$ cat config.mk
export PLATFORM = sky130hd
export DESIGN_NAME = balanced_random_draw_flat
export DESIGN_NICKNAME = d
export VERILOG_FILES = /design/src/rtl/brd_pkg.sv /design/src/rtl/brd_if.sv /design/src/rtl/brd_div.sv /design/src/rtl/brd_dp.sv /design/src/rtl/brd_ctrl.sv /design/src/rtl/balanced_random_draw.sv /design/src/flat_wrapper.sv
export SDC_FILE = /design/constraint.sdc
export NUM_CORES = 1
export LEC_CHECK = 0
export CAP_MARGIN = 20
export CORE_MARGIN = 4
export CORE_UTILIZATION = 54
export CTS_BUF_LIST = sky130_fd_sc_hd__clkbuf_8
export DETAILED_ROUTE_END_ITERATION = 8
export DONT_BUFFER_PORTS = 1
export PLACE_DENSITY_LB_ADDON = 0.12
export SLEW_MARGIN = 20
export SYNTH_ARGS = -nofsm -noshare
export SYNTH_HDL_FRONTEND = slang
export SYNTH_SLANG_ARGS = --single-unit
$ cat constraint.sdc
create_clock -name clk -period 5.3 [get_ports clk]
set_input_delay 0.53 -clock clk [delete_from_list [all_inputs] [get_ports clk]]
set_output_delay 0.53 -clock clk [all_outputs]
set_load 0.03 [all_outputs]
$ cat src/rtl/brd_pkg.sv
// Shared constants, codes, types and helpers for the balanced random draw block.
package brd_pkg;

  // Field and register widths
  localparam int BRD_MAX_RANGE = 64;
  localparam int RANGE_CFG_W   = 7;
  localparam int OFFSET_W      = 11;
  localparam int TOTAL_W       = 14;
  localparam int PICK_W        = 16;
  localparam int DRAWN_W       = 12;
  localparam int CNT_W         = 8;
  localparam int DRAW_CNT_W    = 14;

  // Configuration port
  localparam int CFG_IW = 2;
  localparam int CFG_DW = 14;

  localparam logic [CFG_IW-1:0] CFG_IDX_RANGE  = 2'd0;
  localparam logic [CFG_IW-1:0] CFG_IDX_OFFSET = 2'd1;
  localparam logic [CFG_IW-1:0] CFG_IDX_TOTAL  = 2'd2;

  // Reset values of the settings
  localparam int RANGE_RESET = 12;
  localparam int TOTAL_RESET = 12;

  // Operation and direction codes
  localparam logic OP_DRAW  = 1'b0;
  localparam logic OP_CLEAR = 1'b1;
  localparam logic DIR_DOWN = 1'b1;

  // Jobs run on the shared divider
  typedef enum logic [1:0] {
    JOB_SNAP,
    JOB_CUR,
    JOB_PICK
  } div_job_t;

  // Controller states
  typedef enum logic [2:0] {
    ST_IDLE,
    ST_RECALC,
    ST_DISPATCH,
    ST_PICK,
    ST_SCAN_INIT,
    ST_SCAN,
    ST_UPDATE
  } ctrl_state_t;

  // Controller to datapath
  typedef struct packed {
    logic     accept;
    logic     div_start;
    div_job_t div_job;
    logic     scan_init;
    logic     scan;
    logic     update;
  } dp_cmd_t;

  // Datapath to controller
  typedef struct packed {
    logic cfg_write;
    logic apply_pend;
    logic cur_pend;
    logic op_draw;
    logic div_done;
    logic found;
    logic all_full;
    logic out_free;
  } dp_status_t;

  // Depth is never below one
  function automatic logic [CNT_W-1:0] at_least_one(input logic [CNT_W-1:0] q);
    return (q == '0) ? CNT_W'(1) : q;
  endfunction

endpackage

$ cat src/rtl/brd_if.sv
// Valid/ready channel interfaces for the draw requests and the drawn results.
interface brd_in_if;
  logic                        valid;
  logic                        ready;
  logic                        operation;
  logic [brd_pkg::PICK_W-1:0]  random_pick;
  logic                        random_direction;

  modport source (output valid, output operation, output random_pick,
                  output random_direction, input ready);
  modport sink   (input valid, input operation, input random_pick,
                  input random_direction, output ready);
endinterface

interface brd_out_if;
  logic                               valid;
  logic                               ready;
  logic signed [brd_pkg::DRAWN_W-1:0] drawn_value;
  logic                               table_exhausted;

  modport source (output valid, output drawn_value, output table_exhausted,
                  input ready);
  modport sink   (input valid, input drawn_value, input table_exhausted,
                  output ready);
endinterface

$ cat src/rtl/brd_div.sv
// Restoring divider, one quotient bit per cycle, shared by all divisions.
module brd_div #(
  parameter int VW = 7
) (
  input  logic                       clk,
  input  logic                       rst_n,
  input  logic                       start,
  input  logic                       abort,
  input  logic [brd_pkg::PICK_W-1:0] dividend,
  input  logic [VW-1:0]              divisor,
  output logic                       busy,
  output logic                       done,
  output logic [brd_pkg::PICK_W-1:0] quot,
  output logic [VW-1:0]              rem
);
  import brd_pkg::*;

  localparam int SW = $clog2(PICK_W + 1);

  logic              busy_r;
  logic              done_r;
  logic [SW-1:0]     step_r;
  logic [PICK_W-1:0] quot_r;
  logic [VW-1:0]     rem_r;
  logic [VW-1:0]     dvs_r;
  logic [VW:0]       trial;
  logic [VW:0]       diff;
  logic              ge;

  // one trial subtraction per step
  always_comb begin
    trial = {rem_r, quot_r[PICK_W-1]};
    ge    = (trial >= {1'b0, dvs_r});
    diff  = trial - {1'b0, dvs_r};
  end

  // sequencing
  always_ff @(posedge clk) begin
    if (!rst_n) begin
      busy_r <= 1'b0;
      done_r <= 1'b0;
      step_r <= '0;
    end else if (abort) begin
      busy_r <= 1'b0;
      done_r <= 1'b0;
    end else if (start) begin
      busy_r <= 1'b1;
      done_r <= 1'b0;
      step_r <= '0;
    end else if (busy_r) begin
      step_r <= step_r + SW'(1);
      if (step_r == SW'(PICK_W - 1)) begin
        busy_r <= 1'b0;
        done_r <= 1'b1;
      end
    end else begin
      done_r <= 1'b0;
    end
  end

  // operands and partial results
  always_ff @(posedge clk) begin
    if (start) begin
      quot_r <= dividend;
      rem_r  <= '0;
      dvs_r  <= divisor;
    end else if (busy_r) begin
      quot_r <= {quot_r[PICK_W-2:0], ge};
      rem_r  <= ge ? diff[VW-1:0] : trial[VW-1:0];
    end
  end

  assign busy = busy_r;
  assign done = done_r;
  assign quot = quot_r;
  assign rem  = rem_r;

endmodule

$ cat src/rtl/brd_dp.sv
// Datapath: settings, use-count memory, scan pointer, divider and result register.
module brd_dp #(
  parameter int MAX_RANGE = brd_pkg::BRD_MAX_RANGE
) (
  input  logic                               clk,
  input  logic                               rst_n,
  input  logic                               cfg_we,
  input  logic [brd_pkg::CFG_IW-1:0]         cfg_index,
  input  logic [brd_pkg::CFG_DW-1:0]         cfg_wdata,
  input  logic                               in_operation,
  input  logic [brd_pkg::PICK_W-1:0]         in_random_pick,
  input  logic                               in_random_direction,
  input  logic                               out_ready,
  output logic                               out_valid,
  output logic signed [brd_pkg::DRAWN_W-1:0] out_drawn_value,
  output logic                               out_table_exhausted,
  input  brd_pkg::dp_cmd_t                   cmd,
  output brd_pkg::dp_status_t                status
);
  import brd_pkg::*;

  localparam int RW = $clog2(MAX_RANGE + 1);
  localparam int AW = $clog2(MAX_RANGE);
  localparam int RANGE_INIT = (RANGE_RESET > MAX_RANGE) ? MAX_RANGE : RANGE_RESET;

  // settings and derived values
  logic [RW-1:0]              range_r;
  logic signed [OFFSET_W-1:0] offset_r;
  logic [TOTAL_W-1:0]         total_r;
  logic [TOTAL_W-1:0]         snap_total_r;
  logic [RW-1:0]              snap_range_r;
  logic                       apply_pend_r;
  logic                       cur_pend_r;
  logic [CNT_W-1:0]           q_cur_r;
  logic                       rem_nz_r;
  logic [CNT_W-1:0]           allowed_r;
  logic                       last_round_r;
  logic [DRAW_CNT_W-1:0]      draw_cnt_r;

  // latched request
  logic              op_r;
  logic [PICK_W-1:0] pick_r;
  logic              dir_r;

  // divider
  div_job_t          div_job_r;
  logic [PICK_W-1:0] div_dvd;
  logic [RW-1:0]     div_dvs;
  logic              div_busy;
  logic              div_done;
  logic [PICK_W-1:0] div_quot;
  logic [RW-1:0]     div_rem;

  // use table
  logic [CNT_W-1:0]     cnt_mem [MAX_RANGE];
  logic [MAX_RANGE-1:0] valid_r;
  logic [CNT_W-1:0]     rdata_r;
  logic                 rvb_r;
  logic [AW-1:0]        raddr_q_r;
  logic                 table_clear;
  logic [CNT_W-1:0]     wr_cnt;

  // scan
  logic [AW-1:0]    cand_r;
  logic [AW-1:0]    pos_r;
  logic [AW-1:0]    pos_step;
  logic [RW-1:0]    chk_r;
  logic             live_r;
  logic [AW-1:0]    val_r;
  logic [CNT_W-1:0] found_cnt_r;
  logic             exh_r;
  logic [CNT_W-1:0] count_now;
  logic             free;

  // result register
  logic                      out_valid_r;
  logic signed [DRAWN_W-1:0] drawn_r;
  logic                      exh_out_r;

  // config decode and draw counter
  logic [RW-1:0]         range_clamp;
  logic                  range_accept;
  logic                  total_accept;
  logic                  q_ok;
  logic [DRAW_CNT_W-1:0] dc_inc;
  logic                  wrapped;
  logic                  wrap_apply;
  logic                  is_draw_in;

  // range clamp and the quotient-below-256 tests (q < 256 iff total < range*256)
  always_comb begin
    int r_i;
    r_i = int'(cfg_wdata[RANGE_CFG_W-1:0]);
    if (r_i < 1) begin
      r_i = 1;
    end
    if (r_i > MAX_RANGE) begin
      r_i = MAX_RANGE;
    end
    range_clamp  = RW'(r_i);
    range_accept = 32'(total_r) < (32'(range_clamp) << CNT_W);
    total_accept = 32'(cfg_wdata[TOTAL_W-1:0]) < (32'(range_r) << CNT_W);
    q_ok         = 32'(total_r) < (32'(range_r) << CNT_W);
  end

  // draw counter wrap
  always_comb begin
    is_draw_in = (in_operation == OP_DRAW);
    dc_inc     = draw_cnt_r + DRAW_CNT_W'(1);
    wrapped    = (total_r != '0) && (dc_inc >= total_r);
    wrap_apply = is_draw_in && wrapped && rem_nz_r;
  end

  // settings, depth and round state
  always_ff @(posedge clk) begin
    if (!rst_n) begin
      range_r      <= RW'(RANGE_INIT);
      offset_r     <= '0;
      total_r      <= TOTAL_W'(TOTAL_RESET);
      snap_total_r <= TOTAL_W'(TOTAL_RESET);
      snap_range_r <= RW'(RANGE_INIT);
      apply_pend_r <= 1'b0;
      cur_pend_r   <= 1'b1;
      q_cur_r      <= CNT_W'(1);
      rem_nz_r     <= 1'b0;
      allowed_r    <= CNT_W'(1);
      last_round_r <= 1'b0;
      draw_cnt_r   <= '0;
    end else begin
      if (cfg_we) begin
        case (cfg_index)
          CFG_IDX_RANGE: begin
            range_r      <= range_clamp;
            last_round_r <= 1'b0;
            cur_pend_r   <= 1'b1;
            if (range_accept) begin
              apply_pend_r <= 1'b1;
              snap_total_r <= total_r;
              snap_range_r <= range_clamp;
            end
          end
          CFG_IDX_OFFSET: offset_r <= cfg_wdata[OFFSET_W-1:0];
          CFG_IDX_TOTAL: begin
            if (total_accept) begin
              total_r      <= cfg_wdata[TOTAL_W-1:0];
              apply_pend_r <= 1'b1;
              cur_pend_r   <= 1'b1;
              snap_total_r <= cfg_wdata[TOTAL_W-1:0];
              snap_range_r <= range_r;
            end
          end
          default: ;
        endcase
      end else if (div_done) begin
        case (div_job_r)
          JOB_SNAP: begin
            allowed_r    <= at_least_one(div_quot[CNT_W-1:0]);
            apply_pend_r <= 1'b0;
          end
          JOB_CUR: begin
            q_cur_r    <= div_quot[CNT_W-1:0];
            rem_nz_r   <= (div_rem != '0);
            cur_pend_r <= 1'b0;
          end
          default: ;
        endcase
      end
      // end of a full cycle of draws: restore the depth
      if (cmd.accept && is_draw_in) begin
        draw_cnt_r <= wrapped ? '0 : dc_inc;
        if (wrap_apply) begin
          last_round_r <= 1'b0;
          if (q_ok) begin
            allowed_r <= at_least_one(q_cur_r);
          end
        end
      end
      // table ran dry: one last round at depth one
      if (cmd.update && exh_r && rem_nz_r && !last_round_r) begin
        allowed_r    <= CNT_W'(1);
        last_round_r <= 1'b1;
      end
    end
  end

  // request latch
  always_ff @(posedge clk) begin
    if (cmd.accept) begin
      op_r   <= in_operation;
      pick_r <= in_random_pick;
      dir_r  <= in_random_direction;
    end
  end

  // divider job select
  always_ff @(posedge clk) begin
    if (!rst_n) begin
      div_job_r <= JOB_PICK;
    end else if (cmd.div_start) begin
      div_job_r <= cmd.div_job;
    end
  end

  always_comb begin
    case (cmd.div_job)
      JOB_SNAP: begin
        div_dvd = PICK_W'(snap_total_r);
        div_dvs = snap_range_r;
      end
      JOB_CUR: begin
        div_dvd = PICK_W'(total_r);
        div_dvs = range_r;
      end
      default: begin
        div_dvd = pick_r;
        div_dvs = range_r;
      end
    endcase
  end

  brd_div #(
    .VW (RW)
  ) u_div (
    .clk      (clk),
    .rst_n    (rst_n),
    .start    (cmd.div_start),
    .abort    (cfg_we),
    .dividend (div_dvd),
    .divisor  (div_dvs),
    .busy     (div_busy),
    .done     (div_done),
    .quot     (div_quot),
    .rem      (div_rem)
  );

  // table clear sources
  always_comb begin
    table_clear = (cfg_we && (cfg_index == CFG_IDX_RANGE)) ||
                  (cmd.accept && ((in_operation == OP_CLEAR) || wrap_apply)) ||
                  (cmd.update && exh_r);
    wr_cnt      = exh_r ? CNT_W'(1) : found_cnt_r + CNT_W'(1);
  end

  // per-entry valid flags: an entry not valid reads as zero uses
  always_ff @(posedge clk) begin
    if (!rst_n) begin
      valid_r <= '0;
    end else if (table_clear) begin
      // a clear on update keeps only the entry just drawn
      valid_r <= cmd.update ? (MAX_RANGE'(1) << val_r) : '0;
    end else if (cmd.update) begin
      valid_r[val_r] <= 1'b1;
    end
  end

  // use-count memory, one write and one registered read
  always_ff @(posedge clk) begin
    if (cmd.update) begin
      cnt_mem[val_r] <= wr_cnt;
    end
    rdata_r   <= cnt_mem[pos_r];
    rvb_r     <= valid_r[pos_r];
    raddr_q_r <= pos_r;
  end

  // next scan position with wraparound
  always_comb begin
    if (dir_r == DIR_DOWN) begin
      pos_step = (pos_r == '0) ? AW'(range_r - RW'(1)) : pos_r - AW'(1);
    end else begin
      pos_step = ((RW'(pos_r) + RW'(1)) >= range_r) ? '0 : pos_r + AW'(1);
    end
    count_now = rvb_r ? rdata_r : '0;
    free      = (count_now < allowed_r);
  end

  // scan: one address issued and one entry checked per cycle
  always_ff @(posedge clk) begin
    if (!rst_n) begin
      live_r <= 1'b0;
    end else begin
      live_r <= cmd.scan;
    end
  end

  always_ff @(posedge clk) begin
    if (div_done && (div_job_r == JOB_PICK)) begin
      cand_r <= div_rem[AW-1:0];
    end
    if (cmd.scan_init) begin
      pos_r <= cand_r;
      chk_r <= '0;
      exh_r <= 1'b0;
    end else if (cmd.scan) begin
      pos_r <= pos_step;
      if (live_r) begin
        chk_r <= chk_r + RW'(1);
        if (free) begin
          val_r       <= raddr_q_r;
          found_cnt_r <= count_now;
        end else if ((chk_r + RW'(1)) == range_r) begin
          val_r <= cand_r;
          exh_r <= 1'b1;
        end
      end
    end
  end

  // result register
  always_ff @(posedge clk) begin
    if (!rst_n) begin
      out_valid_r <= 1'b0;
    end else if (cmd.update) begin
      out_valid_r <= 1'b1;
    end else if (out_ready) begin
      out_valid_r <= 1'b0;
    end
  end

  always_ff @(posedge clk) begin
    if (cmd.update) begin
      drawn_r   <= $signed(DRAWN_W'(val_r)) + DRAWN_W'(offset_r);
      exh_out_r <= exh_r;
    end
  end

  assign out_valid           = out_valid_r;
  assign out_drawn_value     = drawn_r;
  assign out_table_exhausted = exh_out_r;

  // status to the controller
  always_comb begin
    status.cfg_write  = cfg_we;
    status.apply_pend = apply_pend_r;
    status.cur_pend   = cur_pend_r;
    status.op_draw    = (op_r == OP_DRAW);
    status.div_done   = div_done && !div_busy;
    status.found      = live_r && free;
    status.all_full   = live_r && !free && ((chk_r + RW'(1)) == range_r);
    status.out_free   = !out_valid_r || out_ready;
  end

endmodule

$ cat src/rtl/brd_ctrl.sv
// Controller: sequences settings recalculation, division, table scan and update.
module brd_ctrl (
  input  logic                clk,
  input  logic                rst_n,
  input  logic                in_valid,
  output logic                in_ready,
  input  brd_pkg::dp_status_t status,
  output brd_pkg::dp_cmd_t    cmd
);
  import brd_pkg::*;

  ctrl_state_t state_r;
  ctrl_state_t state_nxt;

  // state register
  always_ff @(posedge clk) begin
    if (!rst_n) begin
      state_r <= ST_IDLE;
    end else begin
      state_r <= state_nxt;
    end
  end

  // next state
  always_comb begin
    state_nxt = state_r;
    case (state_r)
      ST_IDLE: begin
        if (status.cfg_write) begin
          state_nxt = ST_IDLE;
        end else if (status.apply_pend || status.cur_pend) begin
          state_nxt = ST_RECALC;
        end else if (in_valid) begin
          state_nxt = ST_DISPATCH;
        end
      end
      ST_RECALC: begin
        if (status.cfg_write || status.div_done) begin
          state_nxt = ST_IDLE;
        end
      end
      ST_DISPATCH: state_nxt = status.op_draw ? ST_PICK : ST_IDLE;
      ST_PICK: begin
        if (status.div_done) begin
          state_nxt = ST_SCAN_INIT;
        end
      end
      ST_SCAN_INIT: state_nxt = ST_SCAN;
      ST_SCAN: begin
        if (status.found || status.all_full) begin
          state_nxt = ST_UPDATE;
        end
      end
      ST_UPDATE: begin
        if (status.out_free) begin
          state_nxt = ST_IDLE;
        end
      end
      default: state_nxt = ST_IDLE;
    endcase
  end

  // commands
  always_comb begin
    in_ready      = 1'b0;
    cmd.accept    = 1'b0;
    cmd.div_start = 1'b0;
    cmd.div_job   = JOB_PICK;
    cmd.scan_init = 1'b0;
    cmd.scan      = 1'b0;
    cmd.update    = 1'b0;
    case (state_r)
      ST_IDLE: begin
        if (!status.cfg_write) begin
          if (status.apply_pend) begin
            cmd.div_start = 1'b1;
            cmd.div_job   = JOB_SNAP;
          end else if (status.cur_pend) begin
            cmd.div_start = 1'b1;
            cmd.div_job   = JOB_CUR;
          end else begin
            in_ready   = 1'b1;
            cmd.accept = in_valid;
          end
        end
      end
      ST_DISPATCH: begin
        if (status.op_draw) begin
          cmd.div_start = 1'b1;
          cmd.div_job   = JOB_PICK;
        end
      end
      ST_SCAN_INIT: cmd.scan_init = 1'b1;
      ST_SCAN:      cmd.scan      = 1'b1;
      ST_UPDATE:    cmd.update    = status.out_free;
      default: ;
    endcase
  end

endmodule

$ cat src/rtl/balanced_random_draw.sv
// Top level of the balanced random draw: controller, datapath and channel wiring.
// Draw word: the result is valid soonest when the first candidate is free, and latest
// when the scan walks the whole table (one entry per cycle through the
// use-count memory read port); the 16-step divider sets the base. A draw holds the input
// until its result is registered, longer while the result register is stalled. Clear word:
// dispatch, then idle. Range/total writes cost up to two 16-step divisions; sync reset.
module balanced_random_draw #(
  parameter int MAX_RANGE = brd_pkg::BRD_MAX_RANGE
) (
  input  logic                       clk,
  input  logic                       rst_n,
  input  logic                       cfg_we,
  input  logic [brd_pkg::CFG_IW-1:0] cfg_index,
  input  logic [brd_pkg::CFG_DW-1:0] cfg_wdata,
  brd_in_if.sink                     in_item,
  brd_out_if.source                  out_item
);
  import brd_pkg::*;

  dp_cmd_t    cmd;
  dp_status_t status;
  logic       in_ready_w;

  brd_ctrl u_ctrl (
    .clk      (clk),
    .rst_n    (rst_n),
    .in_valid (in_item.valid),
    .in_ready (in_ready_w),
    .status   (status),
    .cmd      (cmd)
  );

  brd_dp #(
    .MAX_RANGE (MAX_RANGE)
  ) u_dp (
    .clk                 (clk),
    .rst_n               (rst_n),
    .cfg_we              (cfg_we),
    .cfg_index           (cfg_index),
    .cfg_wdata           (cfg_wdata),
    .in_operation        (in_item.operation),
    .in_random_pick      (in_item.random_pick),
    .in_random_direction (in_item.random_direction),
    .out_ready           (out_item.ready),
    .out_valid           (out_item.valid),
    .out_drawn_value     (out_item.drawn_value),
    .out_table_exhausted (out_item.table_exhausted),
    .cmd                 (cmd),
    .status              (status)
  );

  assign in_item.ready = in_ready_w;

endmodule

$ cat src/flat_wrapper.sv
// flat-port wrapper written by rule: the top's interface ports become plain ports
module balanced_random_draw_flat import brd_pkg::*;
#(
  parameter int MAX_RANGE = brd_pkg::BRD_MAX_RANGE
)
  (clk, rst_n, cfg_we, cfg_index, cfg_wdata, in_item_valid, in_item_operation, in_item_random_pick, in_item_random_direction, in_item_ready, out_item_valid, out_item_drawn_value, out_item_table_exhausted, out_item_ready);
  brd_in_if in_item_i ();
  brd_out_if out_item_i ();
  input  logic clk;
  input  logic rst_n;
  input  logic cfg_we;
  input  logic [brd_pkg::CFG_IW-1:0] cfg_index;
  input  logic [brd_pkg::CFG_DW-1:0] cfg_wdata;
  input wire logic [$bits(in_item_i.valid)-1:0] in_item_valid;
  input wire logic [$bits(in_item_i.operation)-1:0] in_item_operation;
  input wire logic [$bits(in_item_i.random_pick)-1:0] in_item_random_pick;
  input wire logic [$bits(in_item_i.random_direction)-1:0] in_item_random_direction;
  output wire logic [$bits(in_item_i.ready)-1:0] in_item_ready;
  output wire logic [$bits(out_item_i.valid)-1:0] out_item_valid;
  output wire logic [$bits(out_item_i.drawn_value)-1:0] out_item_drawn_value;
  output wire logic [$bits(out_item_i.table_exhausted)-1:0] out_item_table_exhausted;
  input wire logic [$bits(out_item_i.ready)-1:0] out_item_ready;
  assign in_item_i.valid = in_item_valid;
  assign in_item_i.operation = in_item_operation;
  assign in_item_i.random_pick = in_item_random_pick;
  assign in_item_i.random_direction = in_item_random_direction;
  assign in_item_ready = in_item_i.ready;
  assign out_item_valid = out_item_i.valid;
  assign out_item_drawn_value = out_item_i.drawn_value;
  assign out_item_table_exhausted = out_item_i.table_exhausted;
  assign out_item_i.ready = out_item_ready;
  balanced_random_draw #(.MAX_RANGE(MAX_RANGE)) u_core (.clk(clk), .rst_n(rst_n), .cfg_we(cfg_we), .cfg_index(cfg_index), .cfg_wdata(cfg_wdata), .in_item(in_item_i), .out_item(out_item_i));
endmodule
Word level (Yosys, flattened, before mapping) --
Memories as Yosys holds them, arrays and structs flattened. A register that Yosys moved wholly into a read port is not among the register bits. Index checks and enable logic that the tools add are counted.
Storage, ports and cells: register bits after elaboration 267, bits in latches 0, RAM bits 512, ROM bits 0, input port bits 39, output and inout port bits 15, logic and storage cells 236, memories kept 1
Operators by class: $add $sub $neg 10, multiply operators 0, div/mod/pow operators 0, $lt $le $gt $ge 12, eq/ne operators 23, shifts and indexed selects 1, mux-type cells 86, bitwise gates (word level) 7, reductions and logical operators 60
Memories:
- u_core.u_dp.cnt_mem | depth 64, width 8, rd ports 1, clocked after memory_dff 1, write ports 1, line brd_dp.sv:55 | logic [CNT_W-1:0] cnt_mem [MAX_RANGE];
Operators by type and width (count):
- 64-bit 2-to-1 mux | 3
- 8-bit 2-to-1 mux | 10
- 64-bit bitwise OR | 1
- 1-bit by 6-bit << shifter with 64-bit output, first input constant | 1
- 14-bit by 15-bit less-than comparator with 1-bit output | 3
- 14-bit 2-to-1 mux | 3
- 6-bit 2-to-1 mux | 7
- 7-bit 2-to-1 mux | 6
- 32-bit by 8-bit > comparator with 1-bit output, second input constant | 1
- 1-bit 2-to-1 mux | 32
- 16-bit 2-to-1 mux | 2
- 16-bit one-hot mux with 2 select lines | 1
- 3-bit 2-to-1 mux | 10
- 14-bit one-hot mux with 2 select lines | 1
- 3-bit one-hot mux with 7 select lines | 1
- 4-bit AND reduction | 5
- 2-bit nonzero test | 9
- 8-bit zero test | 2
- 1-bit logical AND | 15
- 14-bit by 1-bit adder with 14-bit output, second input constant | 1
- 14-bit greater-or-equal comparator | 1
- 6-bit by 7-bit less-than comparator with 1-bit output, second input constant | 2
- 7-bit one-hot mux with 2 select lines | 1
- 14-bit nonzero test | 1
- other kinds (43) | 80

Logic depth before layout (Yosys ltp) --
Gate-level depths: netlist of run 1.
depth after elaboration 10, mapped depth 13, mapped depth without buffers 12

By module --
A second synthesis of run 1 with hierarchy kept.
Second synthesis, totals: cells, all modules 2307, area, all modules 33732.4 sq um
By module, submodules not included:
- brd_dp | times used 1, cells each 2077, area each 31307.5 sq um, seq. area each 20649.8 sq um
- brd_div | times used 1, cells each 189, area each 2059.5 sq um, seq. area each 970.9 sq um
- brd_ctrl | times used 1, cells each 41, area each 365.4 sq um, seq. area each 60.1 sq um

Least setup slack after synthesis of run 1 --
No wires, ideal clock.
kind register to register, from register u_core.u_dp.draw_cnt_r[0], to register u_core.u_dp.valid_r[7], setup time 0.073 ns, data arrival time 3.215 ns, data required time 5.227 ns, path slack 2.012 ns, stages on the path, launching flop included 14, buffers on the path 1, clock period less this slack 3.288 ns, cell sequence dfxtp_1 > ha_1 > nand3_1 > or2_2 > nor2_1 > xor2_1 > ha_1 > a21oi_1 > nand2_1 > a221oi_1 > a21oi_1 > o31ai_4 > clkbuf_1 > o2bb2ai_1
On the way: word-level cells in the longest chain between the ends 10, elaborated cells between the ends (all ways) 11, classes of those cells 1 x add/sub; 1 x order compare; 1 x mux; 8 x reduce/logical
RTL lines:
- start, declared | line brd_dp.sv:38 | logic [DRAW_CNT_W-1:0] draw_cnt_r;
- start signal, assigned | line brd_dp.sv:170 | draw_cnt_r <= wrapped ? '0 : dc_inc;
- 14-bit by 1-bit adder with 14-bit output (*) | line brd_dp.sv:109 | dc_inc = draw_cnt_r + DRAW_CNT_W'(1);
- 14-bit greater-or-equal comparator (*) | line brd_dp.sv:110 | wrapped = (total_r != '0) && (dc_inc >= total_r);
- 1-bit logical AND (*) | line brd_dp.sv:110
- 1-bit logical AND (*) (2 in series) | line brd_dp.sv:111 | wrap_apply = is_draw_in && wrapped && rem_nz_r;
- 1-bit logical OR (*) | line brd_dp.sv:239 | (cmd.accept && ((in_operation == OP_CLEAR) || wrap_apply)) ||
- 1-bit logical AND (*) | line brd_dp.sv:239
- 1-bit logical OR (*) | line brd_dp.sv:238 | table_clear = (cfg_we && (cfg_index == CFG_IDX_RANGE)) ||
- 1-bit logical OR (*) | line brd_dp.sv:239
- 64-bit 2-to-1 mux or 2-bit nonzero test (tied branches)
- end signal, assigned | line brd_dp.sv:250 | valid_r <= cmd.update ? (MAX_RANGE'(1) << val_r) : '0;
- end, declared | line brd_dp.sv:56 | logic [MAX_RANGE-1:0] valid_r;
Mark *: on every way between the ends. The rest lies on a longest branch, timed or not. A chain may end at the register's enable or synchronous reset.

Worst setup path after layout of run 1 --
from register u_core.u_dp.draw_cnt_r[0], to register u_core.u_dp.valid_r[0]
The elaborated chain is that of the path after synthesis.

==> results of run 1 <==
[final cells by class]
type / count / area (um2)
fillers: 4634 / 23900
flip-flops and latches: 787 / 21700
multi-input cells: 1241 / 10600
clock buffers: 143 / 1970
well taps: 782 / 978
repair buffers: 66 / 628
clock inverters: 86 / 384
inverters: 62 / 233
diodes: 2 / 5.00
[layer usage]
metal	vias up	track usage (%)	routed length, um
met5	-	0	0
met4	0	11.6	3460
met3	205	5.57	5460
met2	761	38.6	37700
met1	9994	35.0	34400
li1	8806	-	-
[sequential cells by signal, summed over array words and instances (netlist names), 8 cells and up]
name                         cells
u_core.u_dp.cnt_mem            512
u_core.u_dp.valid_r             64
u_core.u_dp.pick_r              16
u_core.u_dp.u_div.quot          16
u_core.u_dp.draw_cnt_r          14
u_core.u_dp.snap_total_r        14
u_core.u_dp.total_r             14
u_core.u_dp.out_drawn_value     12
u_core.u_dp.offset_r            11
u_core.u_dp.allowed_r            8
u_core.u_dp.found_cnt_r          8
u_core.u_dp.q_cur_r              8
u_core.u_dp.rdata_r              8
[stage by stage]
step	std cells	setup WS, ns	util [%]
after floorplan	2211	2.01	-
after global placement	2900	1.44	55.9
after detailed placement	2900	1.43	55.9
after CTS	3167	1.38	60.4
after global routing	3169	1.14	60.4
final	3169	1.29	60.4
[logic make-up (layout without fill, tap and decap cells)]
group	count (synthesis)	count (layout)
and+or+nand+nor	502	502
AOI/OAI and AO/OA	427	427
other	0	2
buffers and inverters	183	357
muxes	198	198
DFF	787	787
adders and majority gates	66	66
xor gates and xnor gates	48	48
[cells in the final DEF, fill, tap and decap left out, types with 9 or more instances in the layout]
cell and instances:
nor3_1 18, dlygate4sd3_1 38, nor4_1 9, nand2b_1 14, o2bb2ai_1 65, a221oi_1 20
o221ai_1 9, nand2_1 157, mux2_2 13, xor2_1 22, nor2b_1 15, o21ai_0 76
o211ai_1 26, a22o_1 26, buf_4 25, ha_1 64, edfxtp_1 592, nand4_1 16
or2_2 9, clkinv_1 19, nand3_1 33, xnor2_1 25, a21oi_1 65, mux2i_1 40
a21o_1 12, dfxtp_1 195, a22oi_1 52, nor2_1 160, clkbuf_8 143, and2_1 12
inv_1 110, a211oi_1 21, and3_1 11, mux4_2 144
[path summary, 6_finish.rpt]
check        depth (start not counted)                      start                          end
max reg2reg                         13  u_core.u_dp.draw_cnt_r[0]       u_core.u_dp.valid_r[0]
min reg2reg                          1    u_core.u_dp.valid_r[62]      u_core.u_dp.valid_r[62]
max                                 13  u_core.u_dp.draw_cnt_r[0]       u_core.u_dp.valid_r[0]
min                                  3                     cfg_we  u_core.u_dp.u_div.step_r[4]
[timing repair]
action / CTS / global route
endpoints found under the hold margin: 76 / 0
hold buffers: 38 / 0
resized for setup: 0 / 0
[power by group through the flow]
stage | clock [mW] | combinational, mW | sequential (mW)
CTS | 4.95 | 0.459 | 6.70
global placement | 0 | 0.417 | 6.82
detailed placement | 0 | 0.426 | 6.82
floorplan | 0 | 0.334 | 6.79
global route | 5.25 | 0.508 | 6.70
finish | 4.84 | 0.459 | 6.70
[worst max-delay path: cells and delay by family, from the launching register on]
family	cells	cell delay [ns]
AO/OA/AOI/OAI	5	1.26
XOR/XNOR	1	0.20
adder cells (fa/ha/maj)	2	0.56
buffers and inverters	1	0.61
flip-flops	1	0.45
AND/OR/NAND/NOR	4	0.78
==> results.md, run 1 <==
- Switching Fraction: between 20 and 25%
- Synthesized area: roughly 33,000 um2
- Crit path largest cell delay: roughly 0.6 ns
- Seq pwr share: between 50% and 60%
- Simple-Gate Fraction of Synth Area: 7.06%
- Post-CTS Setup Bufs: 0
- Compound-Gate Fraction of Synth Area: under 10%
- Most used DFF post-synth: edfxtp_1
- Routed via count: 19,800
- Pwr/cell area: about 330 nW/um2
- Sink Count: 787
- DRC errors left: 0
- Power consumption: approximately 12 mW
- Syn avg cell area: 14.9 um2
- CTS root buf: clkbuf_8
- RSZ-0062 raised after global routing: no
- Fin Hold WS: approximately 0.066 ns
- Worst path slowest cell: buf_4
- PortBufs: 0
- First-pass DRT Iterations: 5
- HPWL after DPL: 49.5 mm
- LEAKAGE: about 12 nW
- Number of flops mapped to enable cells by yosys: just under 600
- Count of state elements after synthesis: ~800
- Gr ovfl total: 0
- Switching pwr: between 2 and 3 mW
- Reg clk slew, reported paths: ~0.060 ns
- Period utilisation layout: approximately three quarters
- Number of global-route vias before repair: approximately 20,000
- Die area: 65,000 um2
- Gpl congestion: 0.867
- Starting Density: between 50% and 60%
- Clk pwr share: 40.3%
- CTS Buffer Depth: 3
- Setup TNS: 0 ns
- Num CTS Buffers: ~130
- Yosys cell types: 79
- Global-route wire length before repair: roughly 120 mm
- Finished Cell Area: 36,500 um2
- Post-DP Area: 33,700 um2
- CTS tree: built
- Skew-Pair Late Insertion Delay: 0.76 ns
- Largest area contributor in the netlist: edfxtp_1
- Ys async rst share: 0%
- XOR/XNOR share of the synthesized area: between 1 and 1.5%
- Starting DRT DRC Count: 2,017
- Max IR drop VDD: 0.298 mV
- Slew headroom: around 27%
- Synth top area share: 54.0%
- Register area share after synthesis: about 66%
- Crit path DAT: 4.66 ns
- Die Wd: 255 um
- Synthesis-to-finish area growth: 10.7%
- Max-cap viol count: 0
- Share of layout cells above drive strength 1: between 15 and 20%
- Worst Hold Class: input port to flop
- Final setup vio count: 0
- Mux share of post-synthesis cell area: between 10 and 15%
- Fmax: about 0.25 GHz
- CP Max Fanout: 64
- Syn. warnings: 0
- Die Span Y: between 200 and 300 um
- Final min period: 4.01 ns
- CP cell instances: ha_1 > nand3_1 > or2_2 > nor2_1 > xor2_1 > ha_1 > a21oi_1 > nand2_1 > a221oi_1 > a21oi_1 > o31ai_4 > buf_4 > o2bb2ai_1
- Synth area leaders: edfxtp_1, dfxtp_1, mux4_2
- Core area: about 60,000 um2
- Count leader, synth: edfxtp_1
- Largest net degree at the start of global routing: around 150
- Cells after synthesis: 2,211
- Final ANT Viol Nets: 0
- Largest family of logic cells by synthesized area: multiplexers
- Final Max Tran Viols: 0
- Combinational group share of total power: under 10%
- Routed vias/inst: approximately 6.2
- Synth cell count leaders: edfxtp_1, dfxtp_1, nor2_1
- P_int: 9.28 mW
- Status: finished, final reports clean
- Worst reg2reg setup slack: between 1 and 1.5 ns
- Critical Path RT: roughly 6.0 ns
- Crit Path Class: flop to flop
- Final Hold Violating Endpoints: 0
- Clk_skew: 0.0342 ns
- Htree depth: 4
- Cell Rows: 90
- Slew at the pin with the worst max-slew slack: roughly 1.1 ns
- Critical Path Start Type: flop
- Initial antenna violation count: 1
- Layout Nets: approximately 2,400
- Post-Synth Adder-Cell Area: 2.55%
- Ports: between 50 and 60
- DRT Wirelength: about 80 mm
- Post-Syn Nets: approximately 2,300
- WL per Instance: 25.6 um
- Overall Global Routing Usage: around a quarter
- Critical Path End Type: flop
(Power assumes the default switching activity.)
==> run 2, diff against run 1 <==
ABC_AREA = 1   (was default)
clock period = 3.8 ns   (was 5.3 ns; I/O delays follow)
==> run 2 against run 1 <==
Clock power grew 51%. Global-route usage up 1.6 points. Largest power group unchanged. Area after synthesis is 5.3% higher. Die area grew 5.2%. Largest cell class unchanged. Hold slack better by 0.011 ns.
==> results.md, run 2 <==
- Status: finished, final reports clean
- Pwr/cell area: between 500 and 600 nW/um2
- Synth area leaders: edfxtp_1, dfxtp_1, o21ai_0
- Number of global-route vias before repair: about 24,000
- Critical Path End Type: flop
- CTS Buffer Depth: 3
- Starting DRT DRC Count: 2,708
- Worst Hold Endpoint: u_core.u_dp.range_r[1]
- Final min period: between 3 and 4 ns
- First-pass DRT Iterations: 7
- Max-cap viol count: 0
- DRC errors left: 0
- Crit Path Class: flop to flop
- Gr ovfl total: 0
- Ports: 54
- Yosys cell types: 58
- Initial antenna violation count: 4
- LEAKAGE: approximately 13 nW
- Worst Hold Class: input port to flop
- Count leader, synth: edfxtp_1
- Num CTS Buffers: ~130
- Worst Hold Depth: 3
- Critical Path RT: roughly 4.2 ns
- DRT Wirelength: between 90 and 100 mm
- Routed vias/inst: 5.94
- Fmax: 0.289 GHz
- Most common library cell in the layout ignoring fill and taps: edfxtp_1
- Final setup vio count: 0
- RR Startpoint: u_core.u_ctrl.state_r[2]
- Crit path DAT: approximately 3.9 ns
- Gpl congestion: ~0.9
- Final ANT Viol Nets: 0
- Share of layout cells above drive strength 1: 10.3%
- Syn avg cell area: ~11 um2
- Slew headroom: between 20 and 25%
- Register area share after synthesis: 62.5%
- Synthesis-to-finish area growth: 10.8%
- HPWL after DPL: ~56 mm
- Worst Hold Launch: cfg_wdata[6]
- Global-route wire length before repair: around 140 mm
- Skew-Pair Late Insertion Delay: about 0.80 ns
- Critical Path Start Type: flop
- CP Max Fanout: 25
- Slew at the pin with the worst max-slew slack: 1.15 ns
- Commonest non-fill, non-tap cells in the layout: edfxtp_1, o21ai_0, nor2_1
- R2R depth: 9
- Routed via count: between 20,000 and 30,000
- Cells after synthesis: about 3,300
- Sink Count: around 790
- Core area: around 63,000 um2
- Max IR drop VDD: 0.344 mV
- Synth top area share: approximately 51%
- CTS root buf: clkbuf_8
- Largest area contributor in the netlist: edfxtp_1
- Largest net degree at the start of global routing: 218
- Max reg flops: approximately 500
- Final Max Tran Viols: 0
- Biggest regs: u_core.u_dp.cnt_mem (512), u_core.u_dp.valid_r (64)
- Post-DP Area: roughly 35,000 um2
- Layout Nets: about 3,400
- Biggest register: u_core.u_dp.cnt_mem
- Die area: 68,300 um2
- CTS tree: built
- Count of state elements after synthesis: 787
- Htree depth: 4
- Cell Rows: a little over 90
- Syn. warnings: 0
- Starting Density: between 50% and 60%
- Period utilisation layout: a little over 90%
- Setup TNS: 0 ns
- Number of flops mapped to enable cells by yosys: slightly below 600
- RSZ-0062 raised after global routing: no
- Most used DFF post-synth: edfxtp_1
- Reg clk slew, reported paths: roughly 0.06 ns
- Clk_skew: roughly 0.043 ns
- Reg-to-reg endpoint: u_core.u_dp.cnt_mem[34][6]
- Die Wd: approximately 260 um
- Synthesized area: 34,700 um2
- Overall Global Routing Usage: a little over a quarter
- PortBufs: 0
- Die Span Y: around 260 um
- Final Hold Violating Endpoints: 0
- Post-Syn Nets: about 3,400
- Finished Cell Area: between 30,000 and 40,000 um2
- Synth cell count leaders: edfxtp_1, o21ai_0, nor2_1
- Ys async rst share: 0%
- Worst reg2reg setup slack: roughly 0.34 ns
- WL per Instance: about 22 um
run 2: timing repair:
item	in CTS	in global routing
hold buffers	41	0
hold endpoints to repair	112	0
resized for setup	0	6
endpoints found under the setup margin	0	44
buffers inserted	0	1
run 2: cell families after synthesis:
logic type | Yosys count | share of synthesized area, %
AOI/OAI and AO/OA | 870 | 14.5
DFF | 787 | 62.5
buffers and inverters | 491 | 5.77
muxes | 6 | 0.173
adders and majority gates | 66 | 2.42
and+or+nand+nor | 1021 | 13.9
xor gates and xnor gates | 30 | 0.758
run 2: worst max-delay path, cell delays in order, from the launching register on:
cell,delay [ns]
dfxtp_1,0.42
inv_2,0.06
nor3_2,0.20
inv_2,0.09
nor2_4,0.45
inv_2,0.16
nor2_4,0.12
clkinv_2,0.71
buf_4,0.52
nor2_4,0.35
run 2: stage by stage:
stage | hold slack [ns] | power [mW] | std cells | setup slack, ns | utilization (%)
global route | 0.0888 | 20.1 | 4251 | 0.0498 | 60.7
global placement | 0.441 | 12.1 | 3960 | 0.243 | 55.8
detailed placement | 0.447 | 12.1 | 3960 | 0.204 | 55.8
CTS | 0.0117 | 19.4 | 4244 | 0.161 | 60.5
floorplan | 0.343 | 11.3 | 3271 | 0.611 | -
finish | 0.0771 | 19.4 | 4252 | 0.345 | 60.7
run 2: layout make-up:
type	count	area, um2
inverters	296	1120
well taps	846	1060
clock inverters	88	453
multi-input cells	1994	11100
clock buffers	155	2130
fillers	5141	24900
repair buffers	83	877
diodes	3	7.51
flip-flops and latches	787	21700
run 2: how the worst max path moves through the flow:
stage                                           from                    endpoint  slack (ns)  cells past startpoint
after floorplan           u_core.u_dp.found_cnt_r[0]   u_core.u_dp.cnt_mem[0][6]        0.61                      6
after global placement     u_core.u_dp.draw_cnt_r[0]     u_core.u_dp.valid_r[15]        0.24                     21
after detailed placement   u_core.u_dp.draw_cnt_r[0]     u_core.u_dp.valid_r[12]        0.20                     21
after CTS                  u_core.u_dp.draw_cnt_r[0]     u_core.u_dp.valid_r[12]        0.16                     21
after global routing       u_core.u_dp.draw_cnt_r[0]     u_core.u_dp.valid_r[44]        0.05                     21
final                       u_core.u_ctrl.state_r[2]  u_core.u_dp.cnt_mem[34][6]        0.34                      9
run 2: report_power, final:
part	switching, mW	leakage (nW)	internal (mW)
clock network	3.43	1.49	3.87
registers	0.127	6.93	9.55
logic	1.73	4.85	0.660
total	5.28	13.3	14.1
run 2: layer usage:
layer / global-route usage (%) / part of all wire [%] / up-vias
met5: 0 / 0.029 / -
met4: 10.5 / 3.6 / 4
met3: 5.95 / 8.1 / 202
met2: 42.6 / 47 / 1050
met1: 36.2 / 42 / 12300
li1: - / - / 11700
